File: src/design/obb_separating_axis_test_unit_assert.svh
// Assertion macros for the oriented box test unit.
// Both macros sample on clk and are disabled while rst_n is low.
`ifndef OBB_SEPARATING_AXIS_TEST_UNIT_ASSERT_SVH
`define OBB_SEPARATING_AXIS_TEST_UNIT_ASSERT_SVH

// The consequent must hold in the same cycle as the trigger.
`define OBB_SAT_ASSERT_SAME(label, trig, cons, msg) \
    label: assert property (@(posedge clk) disable iff (!rst_n) (trig) |-> (cons)) \
        else $error(msg);

// The consequent must hold in the cycle after the trigger.
`define OBB_SAT_ASSERT_NEXT(label, trig, cons, msg) \
    label: assert property (@(posedge clk) disable iff (!rst_n) (trig) |=> (cons)) \
        else $error(msg);

`endif

File: src/design/obb_sat_pkg.sv
// ----------------------------------------------------------------------------
// obb_sat_pkg
// Shared types, codes and helper functions of the oriented box test unit.
// ----------------------------------------------------------------------------
package obb_sat_pkg;

    localparam int COORD_WIDTH_DEF   = 24;
    localparam int FRACTION_BITS_DEF = 12;
    localparam int ADDR_W            = 5;
    localparam int NUM_ENTRIES       = 30;

    localparam logic [2:0] VEC_CENTER = 3'd0;
    localparam logic [2:0] VEC_X_AXIS = 3'd1;
    localparam logic [2:0] VEC_HALF   = 3'd4;

    // Decoded control part of one request.
    typedef struct packed {
        logic [ADDR_W-1:0] base;
        logic              store;
        logic              run;
    } item_ctrl_t;

    typedef struct packed {
        logic start;
    } mul_req_t;

    typedef struct packed {
        logic busy;
        logic done;
    } mul_sts_t;

    typedef struct packed {
        logic [2:0] q;
        logic [1:0] r;
    } div3_t;

    // Storage address of one component: box * 15 + vector * 3 + component.
    function automatic logic [ADDR_W-1:0] comp_addr(input logic box,
                                                    input logic [2:0] vec,
                                                    input logic [1:0] comp);
        logic [ADDR_W-1:0] base;
        base = box ? 5'd15 : 5'd0;
        return base + 5'({vec, 1'b0}) + 5'(vec) + 5'(comp);
    endfunction

    // Quotient and remainder by three for values up to fourteen.
    function automatic div3_t split3(input logic [3:0] n);
        div3_t res;
        res.q = 3'(n >= 4'd3) + 3'(n >= 4'd6) + 3'(n >= 4'd9) + 3'(n >= 4'd12);
        res.r = 2'(n - 4'(res.q) * 4'd3);
        return res;
    endfunction

    // Cross product terms: even steps add u[a]*v[b], odd steps subtract.
    function automatic logic [1:0] cross_u(input logic [2:0] m);
        logic [1:0] idx;
        case (m)
            3'd0:    idx = 2'd1;
            3'd1:    idx = 2'd2;
            3'd2:    idx = 2'd2;
            3'd3:    idx = 2'd0;
            3'd4:    idx = 2'd0;
            default: idx = 2'd1;
        endcase
        return idx;
    endfunction

    function automatic logic [1:0] cross_v(input logic [2:0] m);
        logic [1:0] idx;
        case (m)
            3'd0:    idx = 2'd2;
            3'd1:    idx = 2'd1;
            3'd2:    idx = 2'd0;
            3'd3:    idx = 2'd2;
            3'd4:    idx = 2'd1;
            default: idx = 2'd0;
        endcase
        return idx;
    endfunction

endpackage

File: src/design/obb_sat_front.sv
// ----------------------------------------------------------------------------
// obb_sat_front
// Accepts requests, decodes the storage address and holds them in a queue.
// ----------------------------------------------------------------------------
module obb_sat_front #(
    parameter int COORD_WIDTH = obb_sat_pkg::COORD_WIDTH_DEF
) (
    input  logic                          clk,
    input  logic                          rst_n,
    input  logic                          push,
    output logic                          full,
    input  logic                          box_select,
    input  logic [2:0]                    vector_select,
    input  logic signed [COORD_WIDTH-1:0] comp_x,
    input  logic signed [COORD_WIDTH-1:0] comp_y,
    input  logic signed [COORD_WIDTH-1:0] comp_z,
    input  logic                          run_test,
    output logic                          item_valid,
    input  logic                          item_pop,
    output obb_sat_pkg::item_ctrl_t       item_ctrl,
    output logic [COORD_WIDTH-1:0]        item_x,
    output logic [COORD_WIDTH-1:0]        item_y,
    output logic [COORD_WIDTH-1:0]        item_z
);

    obb_sat_pkg::item_ctrl_t ctrl_mem [2];
    logic [COORD_WIDTH-1:0]  x_mem [2];
    logic [COORD_WIDTH-1:0]  y_mem [2];
    logic [COORD_WIDTH-1:0]  z_mem [2];
    logic                    wr_ptr_reg;
    logic                    rd_ptr_reg;
    logic [1:0]              count_reg;
    obb_sat_pkg::item_ctrl_t dec;
    logic                    do_push;
    logic                    do_pop;

    // Codes above the half size vector store nothing.
    always_comb
    begin
        dec.store = (vector_select <= obb_sat_pkg::VEC_HALF);
        dec.run   = run_test;
        dec.base  = obb_sat_pkg::comp_addr(box_select, vector_select, 2'd0);
    end

    assign full       = (count_reg == 2'd2);
    assign item_valid = (count_reg != 2'd0);
    assign do_push    = push && !full;
    assign do_pop     = item_pop && item_valid;
    assign item_ctrl  = ctrl_mem[rd_ptr_reg];
    assign item_x     = x_mem[rd_ptr_reg];
    assign item_y     = y_mem[rd_ptr_reg];
    assign item_z     = z_mem[rd_ptr_reg];

    always_ff @(posedge clk)
    begin
        if (do_push)
        begin
            ctrl_mem[wr_ptr_reg] <= dec;
            x_mem[wr_ptr_reg]    <= comp_x;
            y_mem[wr_ptr_reg]    <= comp_y;
            z_mem[wr_ptr_reg]    <= comp_z;
        end
    end

    always_ff @(posedge clk or negedge rst_n)
    begin
        if (!rst_n)
        begin
            wr_ptr_reg <= 1'b0;
            rd_ptr_reg <= 1'b0;
            count_reg  <= 2'd0;
        end
        else
        begin
            if (do_push)
            begin
                wr_ptr_reg <= !wr_ptr_reg;
            end
            if (do_pop)
            begin
                rd_ptr_reg <= !rd_ptr_reg;
            end
            count_reg <= count_reg + 2'(do_push) - 2'(do_pop);
        end
    end

endmodule

File: src/design/obb_sat_mul.sv
// ----------------------------------------------------------------------------
// obb_sat_mul
// Radix-two signed shift-add multiplier, one multiplier bit per cycle.
// ----------------------------------------------------------------------------
module obb_sat_mul #(
    parameter int A_WIDTH = 112,
    parameter int B_WIDTH = 25
) (
    input  logic                      clk,
    input  logic                      rst_n,
    input  obb_sat_pkg::mul_req_t     req,
    output obb_sat_pkg::mul_sts_t     sts,
    input  logic signed [A_WIDTH-1:0] op_a,
    input  logic signed [B_WIDTH-1:0] op_b,
    output logic signed [A_WIDTH-1:0] product
);

    localparam int CNT_W = $clog2(B_WIDTH + 1);

    logic signed [A_WIDTH-1:0] a_reg;
    logic [B_WIDTH-1:0]        b_reg;
    logic signed [A_WIDTH-1:0] acc_reg;
    logic [CNT_W-1:0]          cnt_reg;
    logic                      busy_reg;
    logic                      done_reg;
    logic signed [A_WIDTH-1:0] addend;

    // The top multiplier bit carries negative weight.
    always_comb
    begin
        if (!b_reg[B_WIDTH-1])
        begin
            addend = '0;
        end
        else if (cnt_reg == CNT_W'(B_WIDTH))
        begin
            addend = -a_reg;
        end
        else
        begin
            addend = a_reg;
        end
    end

    assign sts.busy = busy_reg;
    assign sts.done = done_reg;
    assign product  = acc_reg;

    always_ff @(posedge clk)
    begin
        if (req.start)
        begin
            a_reg   <= op_a;
            b_reg   <= op_b;
            acc_reg <= '0;
        end
        else if (busy_reg)
        begin
            acc_reg <= (acc_reg <<< 1) + addend;
            b_reg   <= b_reg << 1;
        end
    end

    always_ff @(posedge clk or negedge rst_n)
    begin
        if (!rst_n)
        begin
            busy_reg <= 1'b0;
            done_reg <= 1'b0;
            cnt_reg  <= '0;
        end
        else
        begin
            done_reg <= 1'b0;
            if (req.start)
            begin
                busy_reg <= 1'b1;
                cnt_reg  <= CNT_W'(B_WIDTH);
            end
            else if (busy_reg)
            begin
                cnt_reg <= cnt_reg - CNT_W'(1);
                if (cnt_reg == CNT_W'(1))
                begin
                    busy_reg <= 1'b0;
                    done_reg <= 1'b1;
                end
            end
        end
    end

endmodule

File: src/design/obb_sat_back.sv
// ----------------------------------------------------------------------------
// obb_sat_back
// Box storage, the fifteen-axis test sequencer and the result register.
// ----------------------------------------------------------------------------
module obb_sat_back #(
    parameter int COORD_WIDTH   = obb_sat_pkg::COORD_WIDTH_DEF,
    parameter int FRACTION_BITS = obb_sat_pkg::FRACTION_BITS_DEF,
    parameter int A_WIDTH       = 4 * COORD_WIDTH + FRACTION_BITS + 8,
    parameter int B_WIDTH       = COORD_WIDTH + 1
) (
    input  logic                          clk,
    input  logic                          rst_n,
    input  logic                          item_valid,
    output logic                          item_pop,
    input  obb_sat_pkg::item_ctrl_t       item_ctrl,
    input  logic [COORD_WIDTH-1:0]        item_x,
    input  logic [COORD_WIDTH-1:0]        item_y,
    input  logic [COORD_WIDTH-1:0]        item_z,
    output obb_sat_pkg::mul_req_t         mul_req,
    input  obb_sat_pkg::mul_sts_t         mul_sts,
    output logic signed [A_WIDTH-1:0]     mul_a,
    output logic signed [B_WIDTH-1:0]     mul_b,
    input  logic signed [A_WIDTH-1:0]     mul_p,
    output logic                          empty,
    input  logic                          pop,
    output logic                          collides
);

    localparam int W  = COORD_WIDTH;
    localparam int AW = obb_sat_pkg::ADDR_W;
    localparam int NE = obb_sat_pkg::NUM_ENTRIES;

    localparam logic [2:0] S_IDLE   = 3'd0;
    localparam logic [2:0] S_WR     = 3'd1;
    localparam logic [2:0] S_AXIS   = 3'd2;
    localparam logic [2:0] S_RDA    = 3'd3;
    localparam logic [2:0] S_RDB    = 3'd4;
    localparam logic [2:0] S_ISSUE  = 3'd5;
    localparam logic [2:0] S_WAIT   = 3'd6;
    localparam logic [2:0] S_CMP    = 3'd7;

    localparam logic [2:0] PH_DIFF  = 3'd0;
    localparam logic [2:0] PH_LOADL = 3'd1;
    localparam logic [2:0] PH_CROSS = 3'd2;
    localparam logic [2:0] PH_DOT   = 3'd3;
    localparam logic [2:0] PH_PROJ  = 3'd4;
    localparam logic [2:0] PH_HALF  = 3'd5;
    localparam logic [2:0] PH_CMP   = 3'd6;
    localparam logic [2:0] PH_OUT   = 3'd7;

    logic [2:0]              state_reg;
    logic [2:0]              phase_reg;
    logic [2:0]              cnt_reg;
    logic [2:0]              k_reg;
    logic [3:0]              axis_reg;
    obb_sat_pkg::item_ctrl_t ctrl_reg;
    logic [W-1:0]            cx_reg;
    logic [W-1:0]            cy_reg;
    logic [W-1:0]            cz_reg;
    logic [W-1:0]            mem [NE];
    logic [NE-1:0]           valid_reg;
    logic [W-1:0]            rd_data_reg;
    logic [W-1:0]            opa_reg;
    logic signed [W:0]       d_reg [3];
    logic signed [A_WIDTH-1:0] l_reg [3];
    logic signed [A_WIDTH-1:0] acc_reg;
    logic [A_WIDTH-1:0]      lhs_reg;
    logic [A_WIDTH-1:0]      rhs_reg;
    logic                    res_valid_reg;
    logic                    res_reg;
    logic                    sep_bit_reg;

    obb_sat_pkg::div3_t      sp;
    obb_sat_pkg::div3_t      sc;
    obb_sat_pkg::div3_t      sk;
    logic [AW-1:0]           addr_a;
    logic [AW-1:0]           addr_b;
    logic [AW-1:0]           rd_addr;
    logic [AW-1:0]           wr_addr;
    logic [W-1:0]            wr_data;
    logic                    wr_en;
    logic [1:0]              ci;
    logic signed [A_WIDTH-1:0] sum;
    logic signed [A_WIDTH-1:0] sum_abs;
    logic signed [A_WIDTH-1:0] p_abs;
    logic                    is_mul;

    assign ci      = cnt_reg[1:0];
    assign sp      = obb_sat_pkg::split3(axis_reg);
    assign sc      = obb_sat_pkg::split3(4'(axis_reg - 4'd6));
    assign sk      = obb_sat_pkg::split3({1'b0, k_reg});
    assign is_mul  = (phase_reg == PH_CROSS) || (phase_reg == PH_DOT) ||
                     (phase_reg == PH_PROJ) || (phase_reg == PH_HALF);
    assign sum     = (ci == 2'd0) ? mul_p : acc_reg + mul_p;
    assign sum_abs = sum[A_WIDTH-1] ? -sum : sum;
    assign p_abs   = mul_p[A_WIDTH-1] ? -mul_p : mul_p;

    // Read addresses of the two operands of the current step.
    always_comb
    begin
        addr_a = '0;
        addr_b = '0;
        case (phase_reg)
            PH_DIFF:
            begin
                addr_a = obb_sat_pkg::comp_addr(1'b0, obb_sat_pkg::VEC_CENTER, ci);
                addr_b = obb_sat_pkg::comp_addr(1'b1, obb_sat_pkg::VEC_CENTER, ci);
            end
            PH_LOADL:
            begin
                addr_b = obb_sat_pkg::comp_addr(sp.q[0],
                             obb_sat_pkg::VEC_X_AXIS + {1'b0, sp.r}, ci);
            end
            PH_CROSS:
            begin
                addr_a = obb_sat_pkg::comp_addr(1'b0,
                             obb_sat_pkg::VEC_X_AXIS + {1'b0, sc.q[1:0]},
                             obb_sat_pkg::cross_u(cnt_reg));
                addr_b = obb_sat_pkg::comp_addr(1'b1,
                             obb_sat_pkg::VEC_X_AXIS + {1'b0, sc.r},
                             obb_sat_pkg::cross_v(cnt_reg));
            end
            PH_PROJ:
            begin
                addr_b = obb_sat_pkg::comp_addr(sk.q[0],
                             obb_sat_pkg::VEC_X_AXIS + {1'b0, sk.r}, ci);
            end
            PH_HALF:
            begin
                addr_b = obb_sat_pkg::comp_addr(sk.q[0], obb_sat_pkg::VEC_HALF, sk.r);
            end
            default:
            begin
                addr_a = '0;
                addr_b = '0;
            end
        endcase
    end

    assign rd_addr = (state_reg == S_RDA) ? addr_a : addr_b;
    assign wr_en   = (state_reg == S_WR) && ctrl_reg.store;
    assign wr_addr = ctrl_reg.base + AW'(ci);

    always_comb
    begin
        case (ci)
            2'd0:    wr_data = cx_reg;
            2'd1:    wr_data = cy_reg;
            default: wr_data = cz_reg;
        endcase
    end

    // Multiplier operands.
    always_comb
    begin
        case (phase_reg)
            PH_CROSS: mul_a = {{(A_WIDTH-W){opa_reg[W-1]}}, opa_reg};
            PH_HALF:  mul_a = acc_reg;
            default:  mul_a = l_reg[ci];
        endcase
        if (phase_reg == PH_DOT)
        begin
            mul_b = d_reg[ci];
        end
        else
        begin
            mul_b = {rd_data_reg[W-1], rd_data_reg};
        end
    end

    assign mul_req.start = (state_reg == S_ISSUE) && is_mul;
    assign item_pop      = (state_reg == S_IDLE) && item_valid;
    assign empty         = !res_valid_reg;
    assign collides      = res_reg;

    // Storage: one write port and one registered read port.
    always_ff @(posedge clk)
    begin
        if (wr_en)
        begin
            mem[wr_addr] <= wr_data;
        end
        rd_data_reg <= valid_reg[rd_addr] ? mem[rd_addr] : '0;
    end

    // Datapath registers without reset.
    always_ff @(posedge clk)
    begin
        if (item_pop)
        begin
            ctrl_reg <= item_ctrl;
            cx_reg   <= item_x;
            cy_reg   <= item_y;
            cz_reg   <= item_z;
        end
        if (state_reg == S_RDB)
        begin
            opa_reg <= rd_data_reg;
        end
        if (state_reg == S_AXIS)
        begin
            rhs_reg <= '0;
        end
        if (state_reg == S_ISSUE && phase_reg == PH_DIFF)
        begin
            d_reg[ci] <= {rd_data_reg[W-1], rd_data_reg} - {opa_reg[W-1], opa_reg};
        end
        if (state_reg == S_ISSUE && phase_reg == PH_LOADL)
        begin
            l_reg[ci] <= {{(A_WIDTH-W){rd_data_reg[W-1]}}, rd_data_reg};
        end
        if (state_reg == S_WAIT && mul_sts.done)
        begin
            case (phase_reg)
                PH_CROSS:
                begin
                    if (!cnt_reg[0])
                    begin
                        l_reg[cnt_reg[2:1]] <= mul_p;
                    end
                    else
                    begin
                        l_reg[cnt_reg[2:1]] <= l_reg[cnt_reg[2:1]] - mul_p;
                    end
                end
                PH_DOT:
                begin
                    acc_reg <= sum;
                    lhs_reg <= sum_abs <<< FRACTION_BITS;
                end
                PH_PROJ:
                begin
                    acc_reg <= sum;
                end
                PH_HALF:
                begin
                    rhs_reg <= rhs_reg + p_abs;
                end
                default:
                begin
                    acc_reg <= acc_reg;
                end
            endcase
        end
        if (phase_reg == PH_CMP && state_reg == S_CMP)
        begin
            sep_bit_reg <= (lhs_reg > rhs_reg);
        end
    end

    // Sequencer. The compare and result steps share one state code and are
    // told apart by the phase.
    always_ff @(posedge clk or negedge rst_n)
    begin
        if (!rst_n)
        begin
            state_reg     <= S_IDLE;
            phase_reg     <= PH_DIFF;
            cnt_reg       <= 3'd0;
            k_reg         <= 3'd0;
            axis_reg      <= 4'd0;
            valid_reg     <= '0;
            res_valid_reg <= 1'b0;
            res_reg       <= 1'b0;
        end
        else
        begin
            if (pop && res_valid_reg)
            begin
                res_valid_reg <= 1'b0;
            end
            if (wr_en)
            begin
                valid_reg[wr_addr] <= 1'b1;
            end
            case (state_reg)
                S_IDLE:
                begin
                    if (item_valid)
                    begin
                        cnt_reg   <= 3'd0;
                        state_reg <= S_WR;
                    end
                end
                S_WR:
                begin
                    if (cnt_reg == 3'd2)
                    begin
                        cnt_reg <= 3'd0;
                        if (ctrl_reg.run)
                        begin
                            phase_reg <= PH_DIFF;
                            axis_reg  <= 4'd0;
                            state_reg <= S_RDA;
                        end
                        else
                        begin
                            state_reg <= S_IDLE;
                        end
                    end
                    else
                    begin
                        cnt_reg <= cnt_reg + 3'd1;
                    end
                end
                S_AXIS:
                begin
                    cnt_reg   <= 3'd0;
                    phase_reg <= (axis_reg < 4'd6) ? PH_LOADL : PH_CROSS;
                    state_reg <= S_RDA;
                end
                S_RDA:
                begin
                    state_reg <= S_RDB;
                end
                S_RDB:
                begin
                    state_reg <= S_ISSUE;
                end
                S_ISSUE:
                begin
                    case (phase_reg)
                        PH_DIFF:
                        begin
                            if (cnt_reg == 3'd2)
                            begin
                                state_reg <= S_AXIS;
                            end
                            else
                            begin
                                cnt_reg   <= cnt_reg + 3'd1;
                                state_reg <= S_RDA;
                            end
                        end
                        PH_LOADL:
                        begin
                            if (cnt_reg == 3'd2)
                            begin
                                cnt_reg   <= 3'd0;
                                phase_reg <= PH_DOT;
                                state_reg <= S_ISSUE;
                            end
                            else
                            begin
                                cnt_reg   <= cnt_reg + 3'd1;
                                state_reg <= S_RDA;
                            end
                        end
                        default:
                        begin
                            state_reg <= S_WAIT;
                        end
                    endcase
                end
                S_WAIT:
                begin
                    if (mul_sts.done)
                    begin
                        case (phase_reg)
                            PH_CROSS:
                            begin
                                if (cnt_reg == 3'd5)
                                begin
                                    cnt_reg   <= 3'd0;
                                    phase_reg <= PH_DOT;
                                    state_reg <= S_ISSUE;
                                end
                                else
                                begin
                                    cnt_reg   <= cnt_reg + 3'd1;
                                    state_reg <= S_RDA;
                                end
                            end
                            PH_DOT:
                            begin
                                if (cnt_reg == 3'd2)
                                begin
                                    cnt_reg   <= 3'd0;
                                    k_reg     <= 3'd0;
                                    phase_reg <= PH_PROJ;
                                    state_reg <= S_RDA;
                                end
                                else
                                begin
                                    cnt_reg   <= cnt_reg + 3'd1;
                                    state_reg <= S_ISSUE;
                                end
                            end
                            PH_PROJ:
                            begin
                                if (cnt_reg == 3'd2)
                                begin
                                    phase_reg <= PH_HALF;
                                end
                                else
                                begin
                                    cnt_reg <= cnt_reg + 3'd1;
                                end
                                state_reg <= S_RDA;
                            end
                            default:
                            begin
                                cnt_reg <= 3'd0;
                                if (k_reg == 3'd5)
                                begin
                                    phase_reg <= PH_CMP;
                                    state_reg <= S_CMP;
                                end
                                else
                                begin
                                    k_reg     <= k_reg + 3'd1;
                                    phase_reg <= PH_PROJ;
                                    state_reg <= S_RDA;
                                end
                            end
                        endcase
                    end
                end
                default:
                begin
                    if (phase_reg == PH_CMP)
                    begin
                        // The compare result lands in sep_bit_reg this edge.
                        phase_reg <= PH_OUT;
                    end
                    else if (sep_bit_reg || axis_reg == 4'd14)
                    begin
                        if (!res_valid_reg)
                        begin
                            res_valid_reg <= 1'b1;
                            res_reg       <= !sep_bit_reg;
                            state_reg     <= S_IDLE;
                        end
                    end
                    else
                    begin
                        axis_reg  <= axis_reg + 4'd1;
                        state_reg <= S_AXIS;
                    end
                end
            endcase
        end
    end

endmodule

File: src/design/obb_separating_axis_test_unit.sv
// ----------------------------------------------------------------------------
// obb_separating_axis_test_unit: oriented box overlap test, exact fixed point.
// A load request is stored one component at a time; the two-entry request queue
// hides that. A test runs up to 459 shift-add multiplies, all on the one
// bit-serial multiplier. Reset empties the request queue and the result
// register and reads stored data as zero.
// ----------------------------------------------------------------------------
module obb_separating_axis_test_unit #(
    parameter int COORD_WIDTH   = obb_sat_pkg::COORD_WIDTH_DEF,
    parameter int FRACTION_BITS = obb_sat_pkg::FRACTION_BITS_DEF
) (
    input  logic                          clk,
    input  logic                          rst_n,
    input  logic                          push,
    output logic                          full,
    input  logic                          box_select,
    input  logic [2:0]                    vector_select,
    input  logic signed [COORD_WIDTH-1:0] comp_x,
    input  logic signed [COORD_WIDTH-1:0] comp_y,
    input  logic signed [COORD_WIDTH-1:0] comp_z,
    input  logic                          run_test,
    output logic                          empty,
    input  logic                          pop,
    output logic                          collides
);

    `include "obb_separating_axis_test_unit_assert.svh"

    // The product register holds the widest term, a half size times a
    // projection onto a cross axis, plus room for the shifted center term.
    localparam int A_WIDTH = 4 * COORD_WIDTH + FRACTION_BITS + 8;
    localparam int B_WIDTH = COORD_WIDTH + 1;

    logic                       item_valid;
    logic                       item_pop;
    obb_sat_pkg::item_ctrl_t    item_ctrl;
    logic [COORD_WIDTH-1:0]     item_x;
    logic [COORD_WIDTH-1:0]     item_y;
    logic [COORD_WIDTH-1:0]     item_z;
    obb_sat_pkg::mul_req_t      mul_req;
    obb_sat_pkg::mul_sts_t      mul_sts;
    logic signed [A_WIDTH-1:0]  mul_a;
    logic signed [B_WIDTH-1:0]  mul_b;
    logic signed [A_WIDTH-1:0]  mul_p;

    // The front decodes each request and queues it, so the requester can keep
    // loading while a test is running.
    obb_sat_front #(
        .COORD_WIDTH(COORD_WIDTH)
    ) u_front (
        .clk          (clk),
        .rst_n        (rst_n),
        .push         (push),
        .full         (full),
        .box_select   (box_select),
        .vector_select(vector_select),
        .comp_x       (comp_x),
        .comp_y       (comp_y),
        .comp_z       (comp_z),
        .run_test     (run_test),
        .item_valid   (item_valid),
        .item_pop     (item_pop),
        .item_ctrl    (item_ctrl),
        .item_x       (item_x),
        .item_y       (item_y),
        .item_z       (item_z)
    );

    // The back stores the boxes and steps through the fifteen axes, stopping
    // at the first one that separates the boxes.
    obb_sat_back #(
        .COORD_WIDTH  (COORD_WIDTH),
        .FRACTION_BITS(FRACTION_BITS),
        .A_WIDTH      (A_WIDTH),
        .B_WIDTH      (B_WIDTH)
    ) u_back (
        .clk       (clk),
        .rst_n     (rst_n),
        .item_valid(item_valid),
        .item_pop  (item_pop),
        .item_ctrl (item_ctrl),
        .item_x    (item_x),
        .item_y    (item_y),
        .item_z    (item_z),
        .mul_req   (mul_req),
        .mul_sts   (mul_sts),
        .mul_a     (mul_a),
        .mul_b     (mul_b),
        .mul_p     (mul_p),
        .empty     (empty),
        .pop       (pop),
        .collides  (collides)
    );

    // All products of the test go through this one multiplier.
    obb_sat_mul #(
        .A_WIDTH(A_WIDTH),
        .B_WIDTH(B_WIDTH)
    ) u_mul (
        .clk    (clk),
        .rst_n  (rst_n),
        .req    (mul_req),
        .sts    (mul_sts),
        .op_a   (mul_a),
        .op_b   (mul_b),
        .product(mul_p)
    );

    // The sequencer must never restart the multiplier in the middle of a product.
    `OBB_SAT_ASSERT_SAME(a_mul_idle_on_start, mul_req.start, !mul_sts.busy, "multiplier restarted while busy")
    // A started product keeps the multiplier busy in the next cycle.
    `OBB_SAT_ASSERT_NEXT(a_mul_busy_after_start, mul_req.start, mul_sts.busy, "multiplier did not start")
    // An accepted request is visible to the back in the next cycle.
    `OBB_SAT_ASSERT_NEXT(a_queue_holds_request, push && !full, item_valid, "accepted request lost")

endmodule
File: config.mk
export PLATFORM = sky130hd
export DESIGN_NAME = obb_separating_axis_test_unit
export DESIGN_NICKNAME = d
export VERILOG_FILES = /design/src/design/obb_sat_pkg.sv /design/src/design/obb_sat_front.sv /design/src/design/obb_sat_mul.sv /design/src/design/obb_sat_back.sv /design/src/design/obb_separating_axis_test_unit.sv
export VERILOG_INCLUDE_DIRS = /design/src /design/src/design
export SDC_FILE = /design/constraint.sdc
export NUM_CORES = 2
export LEC_CHECK = 0
export BUFFER_PORTS_ARGS = -buffer_cell sky130_fd_sc_hd__buf_2
export CAP_MARGIN = 20
export CELL_PAD_IN_SITES_DETAIL_PLACEMENT = 2
export CELL_PAD_IN_SITES_GLOBAL_PLACEMENT = 2
export CORE_MARGIN = 10
export CORE_UTILIZATION = 38
export DETAILED_ROUTE_END_ITERATION = 8
export PLACE_DENSITY_LB_ADDON = 0.15
export SLEW_MARGIN = 5
export SYNTH_ARGS = -nofsm -noshare
export SYNTH_HDL_FRONTEND = slang
export SYNTH_SLANG_ARGS = --single-unit
export TNS_END_PERCENT = 50
File: constraint.sdc
create_clock -name clk -period 13.5 [get_ports clk]
set_clock_uncertainty 0.15 [all_clocks]
set_input_delay 2.025 -clock clk [delete_from_list [all_inputs] [get_ports clk]]
set_output_delay 2.025 -clock clk [all_outputs]
set_load 0.1 [all_outputs]
==> results.sh <==
export IMPL_grt_max_degree=180
export IMPL_period_needed_ps=9660
export IMPL_worstMarginPinSlew_ps=1210
export IMPL_hp_class="flip-flop to flip-flop"
export IMPL_crit_cells=26
export IMPL_rsz0062_at_grt="false"
export IMPL_drt_iter0_markers=8340
export IMPL_rr_worst_depth=26
export IMPL_ctsHoldBuffers=0
export IMPL_grt_antenna_before_repair=19
export IMPL_cap_viol_max_count=0
export IMPL_critical_path_max_fanout=8
export IMPL_wire_per_inst_microns=30.4
export IMPL_holdWs_ps=311
export IMPL_ys_types=97
export IMPL_period_share=0.715
export IMPL_synthTopCellsByArea="edfxtp_1 42%, ha_1 6.5%, a21oi_1 4.5%"
export IMPL_synth_top_cell_by_area="edfxtp_1"
export IMPL_critPathBufInv=2
export IMPL_syn_area_sq_um=127000
export IMPL_cts_resized=0
export IMPL_syn_to_final_growth_pct=11.4
export IMPL_ir_worst_vdd_uv=434
export IMPL_pre_cts_ws_ps=3940
export IMPL_drc=0
export IMPL_cts_tree="yes"
export IMPL_grt_pass1_vias=114140
export IMPL_syn_area_per_cell_sq_um=9.77
export IMPL_dieArea_sq_um=357000
export IMPL_whs_path_depth=1
export IMPL_setup_ws_ps=3840
export IMPL_synth_flop_cell="edfxtp_1"
export IMPL_grt_ovfl_total=0
export IMPL_crit_path_end_kind="flip-flop"
export IMPL_hold_viol=0
export IMPL_clock_fmax_ghz=0.104
export IMPL_cp_start_kind="flip-flop"
export IMPL_leakage_nw=52.0
export IMPL_postCtsSetupRepairBufs=0
export IMPL_root_buffer="clkbuf_16"
export IMPL_placed_cell_area_sq_um=132000
export IMPL_dieHeight_microns=598
export IMPL_synth_top_area_share=0.418
export IMPL_num_fill_cells=34976
export IMPL_place_congestion=0.936
export IMPL_dr_total_vias=106548
export IMPL_dr_pass1_iters=6
export IMPL_p_per_area_nw_per_um2=312
export IMPL_die_w_microns=598
export IMPL_async_flop_share=0.0284
export IMPL_pin_count=84
export IMPL_cp_arrival_ps=10280
export IMPL_routed_wl_microns=530000
export IMPL_path_delay_family="compound AO/OA/AOI/OAI gates"
export IMPL_track_usage=0.284
export IMPL_ant_nets=0
export IMPL_fin_area_sq_um=141000
export IMPL_critPathKind="flip-flop to flip-flop"
export IMPL_std_cell_rows=212
export IMPL_setup_violations=0
export IMPL_tns_ps=0
export IMPL_cpPeakStageDelay_ps=860
export IMPL_h_tree_depth=5
export IMPL_hpwl_microns=385000
export IMPL_syn_nets=13739
export IMPL_viasPerCell=6.12
export IMPL_syn_inst=12981
export IMPL_clock_path_buffers=4
export IMPL_netlist_top_cells_count="1766 x edfxtp_1, 1405 x nand2_1, 1149 x a21oi_1"
export IMPL_drive_gt1_frac=0.0797
export IMPL_fin_nets=13568
export IMPL_synth_edf_count=1766
export IMPL_clock_latency_ps=960
export IMPL_slew_headroom=0.192
export IMPL_initial_core_util=0.381
export IMPL_cts_buffers=263
export IMPL_cpMaxStageDelayCell="a21oi_1"
export IMPL_cts_sinks=2081
export IMPL_ys_seq_area_frac=0.470
export IMPL_largest_reg_flops=720
export IMPL_crit_required_ps=14130
export IMPL_yosys_warnings=0
export IMPL_placement_io_buffers=83
export IMPL_synthMostInstantiatedCell="edfxtp_1"
export IMPL_grt_pass1_wl_microns=778000
export IMPL_slew_viol_final=0
export IMPL_core_area_sq_um=333000
export IMPL_status="completed"
export IMPL_ys_ff_latch=2081
export IMPL_clkTransAtPathRegs_ps=60
==> worst register-to-register path: stages (launching register included) <==
cell and delay, ps:
dfxtp_1 400, inv_1 290, ha_1 260, nand3_1 190, or4_1 650, or4_1 550
or3_1 570, or2_2 420, or3_1 530, o41ai_1 420, xnor2_1 130, ha_1 400
nand2_1 130, o21ai_0 150, a21o_1 250, a221oi_1 240, o21ai_0 220, a21oi_1 860
a2111oi_2 270, buf_4 240, o211ai_1 340, a21oi_1 260, a211oi_1 860, o21bai_1 250
a21oi_1 240, xor2_1 150, o21ai_0 90
==> logic make-up after synthesis <==
kind of cell / Yosys count / share of synthesized area
DFF: 2081 / 0.470
muxes: 476 / 0.0386
buffers and inverters: 1287 / 0.0382
adders and majority gates: 677 / 0.0680
and+or+nand+nor: 3811 / 0.142
AOI/OAI and AO/OA: 3893 / 0.191
xor gates and xnor gates: 756 / 0.0522
==> worst paths after layout <==
kind / endpoint / startpoint / slack (ps)
min in group asynchronous: u_back.k_reg[1]$_DFFE_PN0P_ / rst_n / 1080
max: u_back.rhs_reg[110]$_DFF_P_ / u_mul.product[1]$_SDFFE_PP0P_ / 3840
max reg2reg: u_back.rhs_reg[110]$_DFF_P_ / u_mul.product[1]$_SDFFE_PP0P_ / 3840
min: u_back.valid_reg[23]$_DFFE_PN0P_ / u_back.valid_reg[23]$_DFFE_PN0P_ / 310
max in group asynchronous: u_mul.busy_reg$_DFF_PN0_ / rst_n / 11330
min reg2reg: u_back.valid_reg[23]$_DFFE_PN0P_ / u_back.valid_reg[23]$_DFFE_PN0P_ / 310
==> cells in the final DEF (no fill, tap or decap), types with 117 or more instances in the layout <==
cell       count
nand3_1      298
a21oi_1     1148
ha_1         656
nor2_1       799
xor2_1       246
mux2i_1      386
o31ai_1      120
clkbuf_16    276
edfxtp_1    1766
inv_1        488
nand2_1     1402
dfxtp_1      255
and2_1       288
buf_4        235
nand4_1      225
nor3_1       153
a21o_1       333
a31oi_1      172
o21bai_1     117
a211oi_1     246
o21ai_0     1026
xnor2_1      509
==> per-stage QoR <==
stage	power, W	utilization	std cells
5_1_grt	0.0469	0.424	17417
3_3_place_gp	0.0351	0.397	16902
4_1_cts	0.0437	0.423	17391
3_5_place_dp	0.0364	0.398	16908
6_report	0.0441	0.424	17420
2_1_floorplan	0.0273	-	12981
==> routing by layer <==
metal,GRT usage,part of all wire
met1,0.377,0.44
met4,0.102,0.041
met5,0,0.000040
met2,0.477,0.47
met3,0.0366,0.051
==> power by group <==
part | internal [W] | switching [W] | total [W]
sequential | 0.00893 | 0.000945 | 0.00987
clock | 0.00407 | 0.00304 | 0.00711
combinational | 0.00888 | 0.0182 | 0.0271
==> final cells by class <==
cell class / instances / area [sq um] / area share
well taps: 4387 / 5490 / 0.0388
flip-flops and latches: 2081 / 59700 / 0.422
repair buffers: 355 / 3000 / 0.0212
multi-input cells: 9613 / 62900 / 0.445
clock buffers: 357 / 7310 / 0.0517
inverters: 496 / 1870 / 0.0132
clock inverters: 126 / 1100 / 0.00777
diodes: 5 / 12.5 / 0.0000886
No activity file was read; power rests on OpenSTA's default activity.
